`src/first_fit_lease_allocator_assert.svh`:
```
// Assertion macros for the first-fit lease allocator.
// Used by the top level; needs nothing else.
`ifndef FIRST_FIT_LEASE_ALLOCATOR_ASSERT_SVH
`define FIRST_FIT_LEASE_ALLOCATOR_ASSERT_SVH

// Same-cycle implication, disabled while reset is asserted.
`define FFLA_ASSERT_IMPLY(name, clk, rst_n, ante, cons, msg) \
    name: assert property (@(posedge clk) disable iff (!rst_n) (ante) |-> (cons)) \
        else $error(msg);

// Next-cycle implication, disabled while reset is asserted.
`define FFLA_ASSERT_NEXT(name, clk, rst_n, ante, cons, msg) \
    name: assert property (@(posedge clk) disable iff (!rst_n) (ante) |=> (cons)) \
        else $error(msg);

`endif

```
`src/ffla_pkg.sv`:
```
// Shared constants, codes and types of the first-fit lease allocator.
// No dependencies; imported by ffla_engine, the top level and the simulation files.
`default_nettype none

package ffla_pkg;

    // Sizes of the managed memory and of the two tables.
    localparam int MEM_WORDS   = 1024;
    localparam int FREE_SLOTS  = 32;
    localparam int LEASE_SLOTS = 32;

    // Derived widths.
    localparam int ADDR_W = $clog2(MEM_WORDS);
    localparam int LEN_W  = $clog2(MEM_WORDS + 1);
    localparam int SUM_W  = LEN_W + 1;
    localparam int FIDX_W = $clog2(FREE_SLOTS);
    localparam int LIDX_W = $clog2(LEASE_SLOTS);
    localparam int FCNT_W = $clog2(FREE_SLOTS + 1);
    localparam int LCNT_W = $clog2(LEASE_SLOTS + 1);
    localparam int CNT_W  = (FCNT_W > LCNT_W) ? FCNT_W : LCNT_W;

    // Fixed field widths of the beats.
    localparam int CMD_W   = 2;
    localparam int SIZE_W  = 11;
    localparam int TIME_W  = 16;
    localparam int STAT_W  = 2;
    localparam int GRANT_W = 10;
    localparam int EVT_W   = 6;
    localparam int CMP_W   = (SIZE_W > LEN_W) ? SIZE_W : LEN_W;

    // Command codes; the last one is unused and only answers done.
    typedef enum logic [CMD_W-1:0] {
        CMD_ALLOC   = 2'd0,
        CMD_RELEASE = 2'd1,
        CMD_MERGE   = 2'd2,
        CMD_UNUSED  = 2'd3
    } cmd_t;

    // Status codes.
    localparam logic [STAT_W-1:0] ST_GRANT = 2'd0;
    localparam logic [STAT_W-1:0] ST_NOFIT = 2'd1;
    localparam logic [STAT_W-1:0] ST_FULL  = 2'd2;
    localparam logic [STAT_W-1:0] ST_DONE  = 2'd3;

    // Table entries.
    typedef struct packed {
        logic [ADDR_W-1:0] start;
        logic [LEN_W-1:0]  len;
    } free_ent_t;

    typedef struct packed {
        logic [ADDR_W-1:0] start;
        logic [LEN_W-1:0]  len;
        logic [TIME_W-1:0] expiry;
    } lease_ent_t;

    // Request handed to the engine.
    typedef struct packed {
        logic [CMD_W-1:0]  command;
        logic [SIZE_W-1:0] request_size;
        logic [TIME_W-1:0] lease_expiry;
        logic [TIME_W-1:0] current_time;
    } req_t;

    // Result handed back by the engine.
    typedef struct packed {
        logic [STAT_W-1:0]  status;
        logic [GRANT_W-1:0] grant_start;
        logic [EVT_W-1:0]   event_count;
    } res_t;

    // Fill levels of the two tables.
    typedef struct packed {
        logic [FCNT_W-1:0] free_cnt;
        logic [LCNT_W-1:0] lease_cnt;
    } stat_t;

endpackage

`default_nettype wire

```
`src/ffla_ram.sv`:
```
// Generic simple dual-port RAM: one write port, one read port, registered read.
// No dependencies.
`default_nettype none

module ffla_ram #(
    parameter int WIDTH = 8,
    parameter int DEPTH = 32,
    localparam int AW = $clog2(DEPTH)
) (
    input  wire logic             clk,
    input  wire logic             we,
    input  wire logic [AW-1:0]    waddr,
    input  wire logic [WIDTH-1:0] wdata,
    input  wire logic [AW-1:0]    raddr,
    output logic      [WIDTH-1:0] rdata
);

    logic [WIDTH-1:0] mem [DEPTH];

    // Write port.
    always_ff @(posedge clk)
    begin
        if (we)
        begin
            mem[waddr] <= wdata;
        end
    end

    // Read port, registered.
    always_ff @(posedge clk)
    begin
        rdata <= mem[raddr];
    end

endmodule

`default_nettype wire

```
`src/ffla_engine.sv`:
```
// Sequencer of the allocator: owns the free-list and lease-table RAMs and
// walks them for allocate, release and merge. Depends on ffla_pkg, ffla_ram.
`default_nettype none

module ffla_engine (
    input  wire logic           clk,
    input  wire logic           rst_n,
    input  wire logic           start,
    input  wire ffla_pkg::req_t req,
    output logic                ready,
    output logic                res_valid,
    input  wire logic           res_taken,
    output ffla_pkg::res_t      res,
    output ffla_pkg::stat_t     stat
);

    import ffla_pkg::*;

    typedef enum logic [18:0] {
        S_IDLE    = 19'd1,
        S_A_RD    = 19'd2,
        S_A_CHK   = 19'd4,
        S_D_RD    = 19'd8,
        S_D_WR    = 19'd16,
        S_R_RD    = 19'd32,
        S_R_CHK   = 19'd64,
        S_R_ACT   = 19'd128,
        S_R_MOV   = 19'd256,
        S_M_OUT   = 19'd512,
        S_M_RD    = 19'd1024,
        S_M_CHK   = 19'd2048,
        S_M_SW1   = 19'd4096,
        S_M_SW2   = 19'd8192,
        S_M_SW3   = 19'd16384,
        S_C_FIRST = 19'd32768,
        S_C_RD    = 19'd65536,
        S_C_CHK   = 19'd131072,
        S_DONE    = 19'd262144
    } state_t;

    localparam free_ent_t FREE_RESET = '{start: '0, len: LEN_W'(MEM_WORDS)};

    state_t            state_reg, state_next;
    logic [SIZE_W-1:0] size_reg, size_next;
    logic [TIME_W-1:0] expiry_reg, expiry_next;
    logic [TIME_W-1:0] now_reg, now_next;
    logic [FCNT_W-1:0] fcnt_reg, fcnt_next;
    logic [LCNT_W-1:0] lcnt_reg, lcnt_next;
    logic              f0_valid_reg, f0_valid_next;
    logic              rd0_reg, rd0_next;
    logic [CNT_W-1:0]  i_reg, i_next;
    logic [CNT_W-1:0]  j_reg, j_next;
    logic [CNT_W-1:0]  best_reg, best_next;
    logic              found_reg, found_next;
    logic [ADDR_W-1:0] best_start_reg, best_start_next;
    logic [LEN_W-1:0]  best_len_reg, best_len_next;
    logic [ADDR_W-1:0] acc_start_reg, acc_start_next;
    logic [LEN_W-1:0]  acc_len_reg, acc_len_next;
    logic [CNT_W-1:0]  count_reg, count_next;
    logic [STAT_W-1:0] status_reg, status_next;
    logic [ADDR_W-1:0] grant_reg, grant_next;

    logic              f_we;
    logic [FIDX_W-1:0] f_waddr;
    free_ent_t         f_wdata;
    logic [FIDX_W-1:0] f_raddr;
    free_ent_t         f_ram_q;
    free_ent_t         f_rd;
    logic              l_we;
    logic [LIDX_W-1:0] l_waddr;
    lease_ent_t        l_wdata;
    logic [LIDX_W-1:0] l_raddr;
    lease_ent_t        l_rd;

    logic [CNT_W-1:0]  ip1;
    logic [CNT_W-1:0]  jp1;
    logic [CNT_W-1:0]  fcnt_w;
    logic [CNT_W-1:0]  lcnt_w;
    logic [LCNT_W-1:0] lcnt_m1;

    // Free list and lease table storage.
    ffla_ram #(.WIDTH($bits(free_ent_t)), .DEPTH(FREE_SLOTS)) u_free_ram (
        .clk   (clk),
        .we    (f_we),
        .waddr (f_waddr),
        .wdata (f_wdata),
        .raddr (f_raddr),
        .rdata (f_ram_q)
    );

    ffla_ram #(.WIDTH($bits(lease_ent_t)), .DEPTH(LEASE_SLOTS)) u_lease_ram (
        .clk   (clk),
        .we    (l_we),
        .waddr (l_waddr),
        .wdata (l_wdata),
        .raddr (l_raddr),
        .rdata (l_rd)
    );

    // Entry 0 of the free list reads as the whole memory until first written.
    assign f_rd = (rd0_reg && !f0_valid_reg) ? FREE_RESET : f_ram_q;

    assign ip1     = i_reg + CNT_W'(1);
    assign jp1     = j_reg + CNT_W'(1);
    assign fcnt_w  = CNT_W'(fcnt_reg);
    assign lcnt_w  = CNT_W'(lcnt_reg);
    assign lcnt_m1 = lcnt_reg - LCNT_W'(1);

    assign ready     = (state_reg == S_IDLE);
    assign res_valid = (state_reg == S_DONE);
    assign res.status      = status_reg;
    assign res.grant_start = GRANT_W'(grant_reg);
    assign res.event_count = EVT_W'(count_reg);
    assign stat.free_cnt   = fcnt_reg;
    assign stat.lease_cnt  = lcnt_reg;

    // Sequencer.
    always_comb
    begin
        state_next      = state_reg;
        size_next       = size_reg;
        expiry_next     = expiry_reg;
        now_next        = now_reg;
        fcnt_next       = fcnt_reg;
        lcnt_next       = lcnt_reg;
        i_next          = i_reg;
        j_next          = j_reg;
        best_next       = best_reg;
        found_next      = found_reg;
        best_start_next = best_start_reg;
        best_len_next   = best_len_reg;
        acc_start_next  = acc_start_reg;
        acc_len_next    = acc_len_reg;
        count_next      = count_reg;
        status_next     = status_reg;
        grant_next      = grant_reg;
        f_we            = 1'b0;
        f_waddr         = '0;
        f_wdata         = '0;
        f_raddr         = '0;
        l_we            = 1'b0;
        l_waddr         = '0;
        l_wdata         = '0;
        l_raddr         = '0;

        unique case (state_reg)
            S_IDLE:
            begin
                if (start)
                begin
                    size_next   = req.request_size;
                    expiry_next = req.lease_expiry;
                    now_next    = req.current_time;
                    count_next  = '0;
                    grant_next  = '0;
                    i_next      = '0;
                    found_next  = 1'b0;
                    case (req.command)
                        CMD_ALLOC:
                        begin
                            if (lcnt_reg == LCNT_W'(LEASE_SLOTS))
                            begin
                                status_next = ST_FULL;
                                state_next  = S_DONE;
                            end
                            else if (req.request_size == '0)
                            begin
                                status_next = ST_NOFIT;
                                state_next  = S_DONE;
                            end
                            else
                            begin
                                state_next = S_A_RD;
                            end
                        end
                        CMD_RELEASE: state_next = S_R_RD;
                        CMD_MERGE:   state_next = S_M_OUT;
                        default:
                        begin
                            status_next = ST_DONE;
                            state_next  = S_DONE;
                        end
                    endcase
                end
            end

            // First-fit search over the free list.
            S_A_RD:
            begin
                if (i_reg == fcnt_w)
                begin
                    status_next = ST_NOFIT;
                    state_next  = S_DONE;
                end
                else
                begin
                    f_raddr    = i_reg[FIDX_W-1:0];
                    state_next = S_A_CHK;
                end
            end

            S_A_CHK:
            begin
                if (CMP_W'(size_reg) <= CMP_W'(f_rd.len))
                begin
                    grant_next     = f_rd.start;
                    status_next    = ST_GRANT;
                    l_we           = 1'b1;
                    l_waddr        = lcnt_reg[LIDX_W-1:0];
                    l_wdata.start  = f_rd.start;
                    l_wdata.len    = LEN_W'(size_reg);
                    l_wdata.expiry = expiry_reg;
                    lcnt_next      = lcnt_reg + LCNT_W'(1);
                    if (CMP_W'(size_reg) == CMP_W'(f_rd.len))
                    begin
                        j_next     = i_reg;
                        state_next = S_D_RD;
                    end
                    else
                    begin
                        f_we          = 1'b1;
                        f_waddr       = i_reg[FIDX_W-1:0];
                        f_wdata.start = f_rd.start + ADDR_W'(size_reg);
                        f_wdata.len   = f_rd.len - LEN_W'(size_reg);
                        state_next    = S_DONE;
                    end
                end
                else
                begin
                    i_next     = ip1;
                    state_next = S_A_RD;
                end
            end

            // Close the gap left by a used-up free range.
            S_D_RD:
            begin
                if (jp1 >= fcnt_w)
                begin
                    fcnt_next  = fcnt_reg - FCNT_W'(1);
                    state_next = S_DONE;
                end
                else
                begin
                    f_raddr    = jp1[FIDX_W-1:0];
                    state_next = S_D_WR;
                end
            end

            S_D_WR:
            begin
                f_we       = 1'b1;
                f_waddr    = j_reg[FIDX_W-1:0];
                f_wdata    = f_rd;
                j_next     = jp1;
                state_next = S_D_RD;
            end

            // Release: find the expired lease with the lowest start.
            S_R_RD:
            begin
                if (i_reg == lcnt_w)
                begin
                    state_next = S_R_ACT;
                end
                else
                begin
                    l_raddr    = i_reg[LIDX_W-1:0];
                    state_next = S_R_CHK;
                end
            end

            S_R_CHK:
            begin
                if (l_rd.expiry <= now_reg && (!found_reg || l_rd.start < best_start_reg))
                begin
                    found_next      = 1'b1;
                    best_next       = i_reg;
                    best_start_next = l_rd.start;
                    best_len_next   = l_rd.len;
                end
                i_next     = ip1;
                state_next = S_R_RD;
            end

            S_R_ACT:
            begin
                if (!found_reg)
                begin
                    status_next = ST_DONE;
                    state_next  = S_DONE;
                end
                else if (fcnt_reg == FCNT_W'(FREE_SLOTS))
                begin
                    status_next = ST_FULL;
                    state_next  = S_DONE;
                end
                else
                begin
                    f_we          = 1'b1;
                    f_waddr       = fcnt_reg[FIDX_W-1:0];
                    f_wdata.start = best_start_reg;
                    f_wdata.len   = best_len_reg;
                    fcnt_next     = fcnt_reg + FCNT_W'(1);
                    count_next    = count_reg + CNT_W'(1);
                    i_next        = '0;
                    found_next    = 1'b0;
                    if (best_reg == CNT_W'(lcnt_m1))
                    begin
                        lcnt_next  = lcnt_m1;
                        state_next = S_R_RD;
                    end
                    else
                    begin
                        l_raddr    = lcnt_m1[LIDX_W-1:0];
                        state_next = S_R_MOV;
                    end
                end
            end

            // Fill the freed slot with the last lease.
            S_R_MOV:
            begin
                l_we       = 1'b1;
                l_waddr    = best_reg[LIDX_W-1:0];
                l_wdata    = l_rd;
                lcnt_next  = lcnt_m1;
                state_next = S_R_RD;
            end

            // Merge: selection sort of the free list by start.
            S_M_OUT:
            begin
                if (ip1 >= fcnt_w)
                begin
                    if (fcnt_reg <= FCNT_W'(1))
                    begin
                        status_next = ST_DONE;
                        state_next  = S_DONE;
                    end
                    else
                    begin
                        f_raddr    = '0;
                        i_next     = CNT_W'(1);
                        j_next     = '0;
                        state_next = S_C_FIRST;
                    end
                end
                else
                begin
                    j_next     = i_reg;
                    best_next  = i_reg;
                    state_next = S_M_RD;
                end
            end

            S_M_RD:
            begin
                if (j_reg == fcnt_w)
                begin
                    state_next = S_M_SW1;
                end
                else
                begin
                    f_raddr    = j_reg[FIDX_W-1:0];
                    state_next = S_M_CHK;
                end
            end

            S_M_CHK:
            begin
                if (j_reg == i_reg || f_rd.start < best_start_reg)
                begin
                    best_next       = j_reg;
                    best_start_next = f_rd.start;
                    best_len_next   = f_rd.len;
                end
                j_next     = jp1;
                state_next = S_M_RD;
            end

            S_M_SW1:
            begin
                if (best_reg == i_reg)
                begin
                    i_next     = ip1;
                    state_next = S_M_OUT;
                end
                else
                begin
                    f_raddr    = i_reg[FIDX_W-1:0];
                    state_next = S_M_SW2;
                end
            end

            S_M_SW2:
            begin
                f_we       = 1'b1;
                f_waddr    = best_reg[FIDX_W-1:0];
                f_wdata    = f_rd;
                state_next = S_M_SW3;
            end

            S_M_SW3:
            begin
                f_we          = 1'b1;
                f_waddr       = i_reg[FIDX_W-1:0];
                f_wdata.start = best_start_reg;
                f_wdata.len   = best_len_reg;
                i_next        = ip1;
                state_next    = S_M_OUT;
            end

            // Coalesce the sorted list in place: i reads ahead, j writes.
            S_C_FIRST:
            begin
                acc_start_next = f_rd.start;
                acc_len_next   = f_rd.len;
                state_next     = S_C_RD;
            end

            S_C_RD:
            begin
                if (i_reg == fcnt_w)
                begin
                    f_we          = 1'b1;
                    f_waddr       = j_reg[FIDX_W-1:0];
                    f_wdata.start = acc_start_reg;
                    f_wdata.len   = acc_len_reg;
                    fcnt_next     = FCNT_W'(jp1);
                    status_next   = ST_DONE;
                    state_next    = S_DONE;
                end
                else
                begin
                    f_raddr    = i_reg[FIDX_W-1:0];
                    state_next = S_C_CHK;
                end
            end

            S_C_CHK:
            begin
                if (SUM_W'(acc_start_reg) + SUM_W'(acc_len_reg) == SUM_W'(f_rd.start))
                begin
                    acc_len_next = acc_len_reg + f_rd.len;
                    count_next   = count_reg + CNT_W'(1);
                end
                else
                begin
                    f_we           = 1'b1;
                    f_waddr        = j_reg[FIDX_W-1:0];
                    f_wdata.start  = acc_start_reg;
                    f_wdata.len    = acc_len_reg;
                    j_next         = jp1;
                    acc_start_next = f_rd.start;
                    acc_len_next   = f_rd.len;
                end
                i_next     = ip1;
                state_next = S_C_RD;
            end

            // Hold the result until the output stage takes it.
            S_DONE:
            begin
                if (res_taken)
                begin
                    state_next = S_IDLE;
                end
            end

            default: state_next = S_IDLE;
        endcase
    end

    assign f0_valid_next = f0_valid_reg || (f_we && f_waddr == '0);
    assign rd0_next      = (f_raddr == '0);

    // Control state.
    always_ff @(posedge clk or negedge rst_n)
    begin
        if (!rst_n)
        begin
            state_reg    <= S_IDLE;
            fcnt_reg     <= FCNT_W'(1);
            lcnt_reg     <= '0;
            f0_valid_reg <= 1'b0;
        end
        else
        begin
            state_reg    <= state_next;
            fcnt_reg     <= fcnt_next;
            lcnt_reg     <= lcnt_next;
            f0_valid_reg <= f0_valid_next;
        end
    end

    // Working registers.
    always_ff @(posedge clk)
    begin
        size_reg       <= size_next;
        expiry_reg     <= expiry_next;
        now_reg        <= now_next;
        rd0_reg        <= rd0_next;
        i_reg          <= i_next;
        j_reg          <= j_next;
        best_reg       <= best_next;
        found_reg      <= found_next;
        best_start_reg <= best_start_next;
        best_len_reg   <= best_len_next;
        acc_start_reg  <= acc_start_next;
        acc_len_reg    <= acc_len_next;
        count_reg      <= count_next;
        status_reg     <= status_next;
        grant_reg      <= grant_next;
    end

endmodule

`default_nettype wire

```
`src/first_fit_lease_allocator.sv`:
```
// Allocate reads the free ranges in order, then closes the gap left by a used-up range
// by moving its followers down; release scans the lease table once per lease freed plus a final scan;
// merge sorts the free ranges, then coalesces them; the result then passes the output register.
// The engine takes one request beat at a time; s_tready stays low until its result is in the output register.
// Reset: empty lease table, free list holds the whole memory; no clearing pass.
// Top level of the first-fit lease allocator; depends on ffla_pkg, ffla_engine.
`default_nettype none

module first_fit_lease_allocator (
    input  wire logic        clk,
    input  wire logic        rst_n,
    input  wire logic        s_tvalid,
    output logic             s_tready,
    input  wire logic [47:0] s_tdata,  // request_size, lease_expiry, current_time, zero fill
    input  wire logic [1:0]  s_tuser,  // command
    output logic             m_tvalid,
    input  wire logic        m_tready,
    output logic [15:0]      m_tdata,  // grant_start, event_count
    output logic [1:0]       m_tuser   // status
);

    import ffla_pkg::*;

`include "first_fit_lease_allocator_assert.svh"

    req_t  req;
    res_t  res;
    stat_t stat;
    logic  eng_ready;
    logic  res_valid;
    logic  res_taken;
    logic  start;
    logic  m_tvalid_reg, m_tvalid_next;
    res_t  out_reg;

    // Unpack the input beat.
    assign req.command      = s_tuser;
    assign req.request_size = s_tdata[SIZE_W-1:0];
    assign req.lease_expiry = s_tdata[SIZE_W +: TIME_W];
    assign req.current_time = s_tdata[SIZE_W+TIME_W +: TIME_W];

    assign s_tready = eng_ready;
    assign start    = s_tvalid && eng_ready;

    ffla_engine u_engine (
        .clk       (clk),
        .rst_n     (rst_n),
        .start     (start),
        .req       (req),
        .ready     (eng_ready),
        .res_valid (res_valid),
        .res_taken (res_taken),
        .res       (res),
        .stat      (stat)
    );

    // Output register: takes a result whenever it is empty or being drained.
    assign res_taken     = res_valid && (!m_tvalid_reg || m_tready);
    assign m_tvalid_next = res_taken || (m_tvalid_reg && !m_tready);

    always_ff @(posedge clk or negedge rst_n)
    begin
        if (!rst_n)
        begin
            m_tvalid_reg <= 1'b0;
        end
        else
        begin
            m_tvalid_reg <= m_tvalid_next;
        end
    end

    always_ff @(posedge clk)
    begin
        if (res_taken)
        begin
            out_reg <= res;
        end
    end

    assign m_tvalid = m_tvalid_reg;
    assign m_tdata  = {out_reg.event_count, out_reg.grant_start};
    assign m_tuser  = out_reg.status;

    // Checks on the block's own bookkeeping.
    `FFLA_ASSERT_IMPLY(a_fill_bounds, clk, rst_n, 1'b1, stat.free_cnt <= FCNT_W'(FREE_SLOTS) && stat.lease_cnt <= LCNT_W'(LEASE_SLOTS), "table fill count out of range")
    `FFLA_ASSERT_NEXT(a_busy_after_accept, clk, rst_n, s_tvalid && s_tready, !s_tready, "engine took a second beat while busy")
    `FFLA_ASSERT_IMPLY(a_grant_zero, clk, rst_n, m_tvalid && m_tuser != ST_GRANT, m_tdata[GRANT_W-1:0] == '0, "grant start set on a non-grant result")

endmodule

`default_nettype wire

```
`config.mk`:
```
export PLATFORM = sky130hd
export DESIGN_NAME = first_fit_lease_allocator
export DESIGN_NICKNAME = d
export VERILOG_FILES = /design/src/ffla_pkg.sv /design/src/ffla_ram.sv /design/src/ffla_engine.sv /design/src/first_fit_lease_allocator.sv
export VERILOG_INCLUDE_DIRS = /design/src /design/src/src
export SDC_FILE = /design/constraint.sdc
export NUM_CORES = 2
export LEC_CHECK = 0
export BUFFER_PORTS_ARGS = -buffer_cell sky130_fd_sc_hd__buf_2
export CAP_MARGIN = 10
export CORE_MARGIN = 5
export CORE_UTILIZATION = 40
export CTS_CLUSTER_SIZE = 14
export DETAILED_ROUTE_END_ITERATION = 12
export HOLD_SLACK_MARGIN = 0.1
export PLACE_DENSITY_LB_ADDON = 0.3
export SKIP_LAST_GASP = 1
export SLEW_MARGIN = 20
export SYNTH_ARGS = -nofsm -noshare
export SYNTH_HDL_FRONTEND = slang
export SYNTH_SLANG_ARGS = --single-unit
```
`constraint.sdc`:
```
create_clock -name clk -period 14.67 [get_ports clk]
set_clock_uncertainty 0.1 [all_clocks]
set_input_delay 2.2005 -clock clk [delete_from_list [all_inputs] [get_ports clk]]
set_output_delay 2.2005 -clock clk [all_outputs]
set_load 0.005 [all_outputs]
```
### Word-level counts from Yosys, hierarchy flattened

Memory sizes are Yosys's and may differ from the RTL's. A register that Yosys moved wholly into a read port is not among the register bits.
Index checks and enable logic that the tools add are counted.

| word-level totals | value |
|---|---|
| register bits after elaboration | 174 |
| word-level logic and storage cells | 272 |
| input bits | 54 |
| memories | 2 |
| bits in writable memories | 1856 |

Memory list:

| memory | words | bits a word | read ports | clocked after Yosys merged registers in | wr ports | RTL line | source |
|---|---|---|---|---|---|---|---|
| u_engine.u_lease_ram.mem | 32 | 37 | 1 | 1 | 1 | ffla_ram.sv:18 | `logic [WIDTH-1:0] mem [DEPTH];` |
| u_engine.u_free_ram.mem | 32 | 21 | 1 | 1 | 1 | ffla_ram.sv:18 |  |

| cells by class | value |
|---|---|
| $lt $le $gt $ge | 7 |
| add/sub/neg operators | 11 |
| reduce and logical (&&, ||, !) cells | 51 |
| multiplexer cells | 123 |
| equal/unequal tests | 55 |

Operators by type and width:

| operator | count |
|---|---|
| 19-bit case mux with 17 select lines | 1 |
| 19-bit two-way mux | 13 |
| 6-bit two-way mux | 26 |
| 21-bit two-way mux | 7 |
| 21-bit case mux with 6 select lines | 1 |
| 5-bit two-way mux | 15 |
| 37-bit case mux with 2 select lines | 1 |
| 6-bit case mux with 3 select lines | 4 |
| 10-bit case mux with 2 select lines | 3 |
| 19-bit case mux with 3 select lines | 1 |
| 10-bit two-way mux | 5 |
| 11-bit case mux with 2 select lines | 2 |
| 37-bit two-way mux | 1 |
| 6-bit == test | 6 |
| 6-bit case mux with 6 select lines | 1 |
| 5-bit case mux with 7 select lines | 1 |
| 11-bit two-way mux | 3 |
| 6-bit by 1-bit adder with 6-bit output, second input constant | 5 |
| 2-bit by 1-bit inequality test with 1-bit output, second input constant | 15 |
| 6-bit case mux with 4 select lines | 1 |
| 10-bit < comparator | 2 |
| 2-bit two-way mux | 10 |
| 5-bit case mux with 2 select lines | 2 |
| 5-bit case mux with 4 select lines | 1 |
| other kinds (64) | 120 |

### Depth between registers and ports, before layout

| depth | value |
|---|---|
| depth after elaboration | 10 |
| depth in mapped cells | 18 |

### Hierarchy

From an unflattened synthesis, not the netlist that was laid out.

| second synthesis, totals | value |
|---|---|
| cells, all modules | 5355 |
| area, all modules | 85951.2 sq um |

By module, submodules not included:

| module | times used | area an instance (sq um) | cells an instance |
|---|---|---|---|
| ffla_ram at u_engine.u_lease_ram | 1 | 46847.4 | 2605 |
| ffla_ram at u_engine.u_free_ram | 1 | 26751.9 | 1481 |
| ffla_engine | 1 | 11761.3 | 1246 |
| first_fit_lease_allocator | 1 | 590.6 | 23 |

### Least setup slack after synthesis

Ideal clock, no wire load.

| path | value |
|---|---|
| path kind | flip-flop to flip-flop |
| from | register u_engine.f0_valid_reg |
| to | memory u_engine.u_free_ram.mem[0][0] in the netlist's numbering, enable pin |
| path buffers | 3 |
| library setup time | 453 ps |
| data arrival time | 5579 ps |
| path slack | 8539 ps |
| cell stages (with the launch flop) | 18 |
| data required time | 14117 ps |
| cells stage by stage | dfrtp_1 > nand2b_1 > clkbuf_1 > clkbuf_1 > nand2_1 > inv_1 > ha_1 > o21a_1 > o31a_1 > o41ai_1 > o41ai_1 > nor3b_2 > or2_1 > buf_2 > a222oi_1 > a21boi_0 > nand2_1 > nor4_1 |

| between the ends | value |
|---|---|
| cells in the longest elaborated chain, start to end | 9 |
| elaborated cells between the ends (all ways) | 16 |
| classes of those cells | order compare (1); eq/ne (2); mux (11); reduce/logical (2) |

Ends and longest elaborated chain:

| item | RTL line | source |
|---|---|---|
| start: declaration | ffla_engine.sv:49 | `logic f0_valid_reg, f0_valid_next;` |
| start signal: assignment | ffla_engine.sv:493 | `f0_valid_reg <= f0_valid_next;` |
| 1-bit logical NOT (*) | ffla_engine.sv:101 | `assign f_rd = (rd0_reg && !f0_valid_reg) ? FREE_RESET : f_ram_q;` |
| 1-bit logical AND (*) | ffla_engine.sv:101 |  |
| 21-bit two-way mux (*) | ffla_engine.sv:101 |  |
| branches (longest 6 deep; another with 11-bit <= comparator) | -- |  |
| end: declaration | ffla_ram.sv:18 |  |

Mark *: on every way between the ends.

### Worst setup path after layout

| path | value |
|---|---|
| from | register u_engine.f0_valid_reg |
| to | memory u_engine.u_lease_ram.mem[29][30] in the netlist's numbering, enable pin |

| between the ends | value |
|---|---|
| cells in the longest elaborated chain, start to end | 8 |
| elaborated cells between the ends (all ways) | 10 |
| classes of those cells | order compare (1); mux (7); reduce/logical (2) |

Ends and longest elaborated chain:

| item | RTL line | source |
|---|---|---|
| 1-bit logical NOT (*) | ffla_engine.sv:101 |  |
| 1-bit logical AND (*) | ffla_engine.sv:101 |  |
| 21-bit two-way mux (*) | ffla_engine.sv:101 |  |
| 11-bit <= comparator (*) | ffla_engine.sv:204 | `if (CMP_W'(size_reg) <= CMP_W'(f_rd.len))` |
| 1-bit two-way mux | ffla_engine.sv:204 |  |
| 1-bit case mux with 2 select lines | ffla_engine.sv:146 | `unique case (state_reg)` |
| 1-bit two-way mux | ffla_ram.sv:23 | `if (we)` |
| 1-bit two-way mux (implied by the code) | ffla_ram.sv:25 | `mem[waddr] <= wdata;` |
| end: declaration | ffla_ram.sv:18 |  |

Every way passes the cells marked *; elsewhere a longest branch is shown, timed or not.

==> reports/results.ini <==
[critical_path]
cp-end-kind = register
start_kind = register
rr_endpoint = u_engine.u_lease_ram.mem[29][30]$_DFFE_PP_
cp.arrival_ns = 7.34
r2r_slack_ns = 7.67
ff2ff_path_depth = 15
crit_path_max_fanout = 32
cp.required_ns = 15.02
worstSetupPathType = reg -> reg
crit_end = u_engine.u_lease_ram.mem[29][30]$_DFFE_PP_
crit_path_start = u_engine.f0_valid_reg$_DFF_PN0_
reg2reg_from = u_engine.f0_valid_reg$_DFF_PN0_

[clock_tree]
cts.sinks = 2088
clk_latency_ns = 0.83
cts-hold-fix-buffers = 0
cts_htree_levels = 4
cts_root_buf = clkbuf_16
numCtsBuffers = 207
postCtsSetupBuffers = 0
cts.repair.resized = 0
clock_path_buffers = 3
clk_pin_slew_worst_paths_ns = 0.06
cts_tree = done

[power]
p_seq_share_pct = 50.8
switching_power_uw = 3300
pwr-share-comb_pct = 9.9
leakagePower_uw = 0.0342
pwr-share-clk_pct = 39.3
switching_share_pct = 24.7
p_int_uw = 10100
peakVddDrop_uv = 138
power_density_mw_per_mm2 = 138

[yosys]
synth_ff_type = edfxtp_1
postSynthAreaPerCell_um2 = 14.0
postSynthCellCount = 6140
async_flop_share_pct = 1.58
ys_warn_count = 0
syn_nets = 6297
yosysUniqueCellTypes = 94
ys_seq_area_share_pct = 71.9
synth_seq_cells = 2088
syn-cell-area_mm2 = 0.0862
synth_edf_count = 1996

[global_routing]
antenna_found_initial = 11
grtUsageTotal_pct = 20.9
grt_max_degree = 186
grt_overflow = 0
grt_pass1_vias = 50970
grt_pass1_wl_um = 349000

[min_path]
min_path_type = reg -> reg

[placed_design]
gp_congestion = 0.899
dp.cells = 8787
dp_hpwl_um = 127000
io_buffers = 68

[final_layout]
syn_to_final_growth_pct = 12.4
top_register = u_engine.u_lease_ram.mem
fin_util_pct = 45.1
final_common_cell = edfxtp_1
final_layout_size_suffix_gt1_share_pct = 10.9
fillers = 18763
nNetsFinal = 6316
final_cells = 9181
regArea_mm2 = 0.0619
largest_register_ffs = 1184
final_cell_mix = edfxtp_1, nand2_1, mux2i_1
multi_input_area_mm2 = 0.0228
reg_top3 = u_engine.u_lease_ram.mem: 1184 flops, u_engine.u_free_ram.mem: 672 flops, u_engine.u_lease_ram.rdata: 37 flops

[timing]
clock.fmax_mhz = 143
rsz0062_at_grt = false
setup_viol = 0
finalCriticalPeriod_ns = 7.00
slew_viol_final = 0
worst_slew_pin_slew_ns = 1.13
slew_headroom_pct = 24.5
fin_setup_tns_ns = 0
hold_viol_final = 0
layout_worst_path_cycle_share_pct = 47.7

[drt]
final_antenna_net_count = 0
route.detailed.drc = 0
via_count = 53048
wl_per_cell_um = 26.4
drtPass1Iterations = 6
vias_per_cell = 5.78
totalWireLength_um = 242000
drt_iter0_markers = 5867

[run_status]
outcome = completed

[floorplanning]
boundaryPins = 74
die_x_um = 474
core_mm2 = 0.215
start_util_pct = 40.2
num_rows = 170
die_area_mm2 = 0.225
die_h_um = 474

[job]
maxCapViolations = 0

worst max-delay path: stages (launching register included):
cell and delay [ns]:
dfrtp_1 0.37, nand2b_1 0.49, buf_4 0.39, nand2_1 0.18, inv_1 0.11, ha_1 0.35, nand4_1 0.18, nor3_1 0.74
nor2_1 0.08, buf_4 0.20, nor2_4 0.75, buf_4 0.60, nand3_1 0.15, o22a_1 0.50, nor2_4 0.69, buf_4 0.67
logic make-up (layout without fill, tap and decap cells):
group / count (synthesis) / in the layout / synth area share [%]
DFF: 2088 / 2088 / 71.9
and+or+nand+nor: 1894 / 1894 / 9.67
AOI/OAI and AO/OA: 1103 / 1103 / 9.09
buffers and inverters: 485 / 684 / 2.44
muxes: 371 / 371 / 4.36
adders and majority gates: 103 / 103 / 1.53
xor gates and xnor gates: 96 / 96 / 1.06
other: 0 / 4 / 0
power groups by stage:
| stage | sequential, uW | combinational, uW | clock [uW] |
|---|---|---|---|
| after detailed placement | 6920 | 1310 | 0 |
| after global routing | 6800 | 1440 | 5590 |
| after CTS | 6790 | 1310 | 5330 |
| final | 6800 | 1330 | 5250 |
| after floorplan | 6800 | 923 | 0 |
| after global placement | 6920 | 1290 | 0 |
worst min-delay path by stage:
stage / cells after the start / slack (ns) / endpoint / from
3_3_place_gp: 0 / 0.30 / m_tdata[0]$_DFFE_PP_ / u_engine.grant_reg[0]$_SDFFCE_PN0P_
2_1_floorplan: 0 / 0.30 / m_tdata[0]$_DFFE_PP_ / u_engine.grant_reg[0]$_SDFFCE_PN0P_
3_5_place_dp: 0 / 0.31 / m_tdata[0]$_DFFE_PP_ / u_engine.grant_reg[0]$_SDFFCE_PN0P_
6_report: 0 / 0.32 / m_tdata[0]$_DFFE_PP_ / u_engine.grant_reg[0]$_SDFFCE_PN0P_
4_1_cts: 0 / 0.32 / m_tdata[0]$_DFFE_PP_ / u_engine.grant_reg[0]$_SDFFCE_PN0P_
5_1_grt: 0 / 0.34 / m_tuser[1]$_DFFE_PP_ / u_engine.status_reg[1]$_DFFE_PP_
Yosys cell counts (56+ instances only):
cell,number,share of area (%)
a211oi_1,65,0.57
a21oi_1,117,0.68
a221oi_1,157,1.6
a31oi_1,220,1.6
and3_1,110,0.80
buf_2,144,0.84
clkbuf_1,192,0.84
dfxtp_1,59,1.4
edfxtp_1,1996,70
ha_1,99,1.4
inv_1,95,0.41
mux2i_1,352,4.1
nand2_1,1182,5.1
nand3_1,175,1.0
nor2_1,195,0.85
o21ai_0,126,0.73
o22ai_1,73,0.53
xnor2_1,56,0.57
cell type report:
class	instances	share of cell area, %
Antenna cell	4	0.0103
Clock buffer	288	5.94
Clock inverter	101	1.04
Inverter	96	0.372
Multi-Input combinational cell	3567	23.5
Sequential cell	2088	63.9
Tap cell	2838	3.66
Timing Repair Buffer	199	1.49
layer usage:
| layer | track usage, % | part of all wire, % |
|---|---|---|
| met3 | 3.37 | 7.9 |
| met2 | 33.9 | 47 |
| met4 | 6.46 | 3.1 |
| met5 | 0 | 0 |
| met1 | 29.0 | 42 |
per-stage QoR:
stage | hold WS, ns | area, um^2 | power (uW) | setup slack (ns)
final | 0.320 | 96900 | 13400 | 7.67
after global routing | 0.340 | 96900 | 13800 | 7.62
after CTS | 0.322 | 96800 | 13400 | 7.79
after detailed placement | 0.308 | 90100 | 8220 | 7.83
after global placement | 0.304 | 90100 | 8200 | 7.87
after floorplan | 0.300 | 86200 | 7720 | 8.54
(Power assumes the default switching activity.)
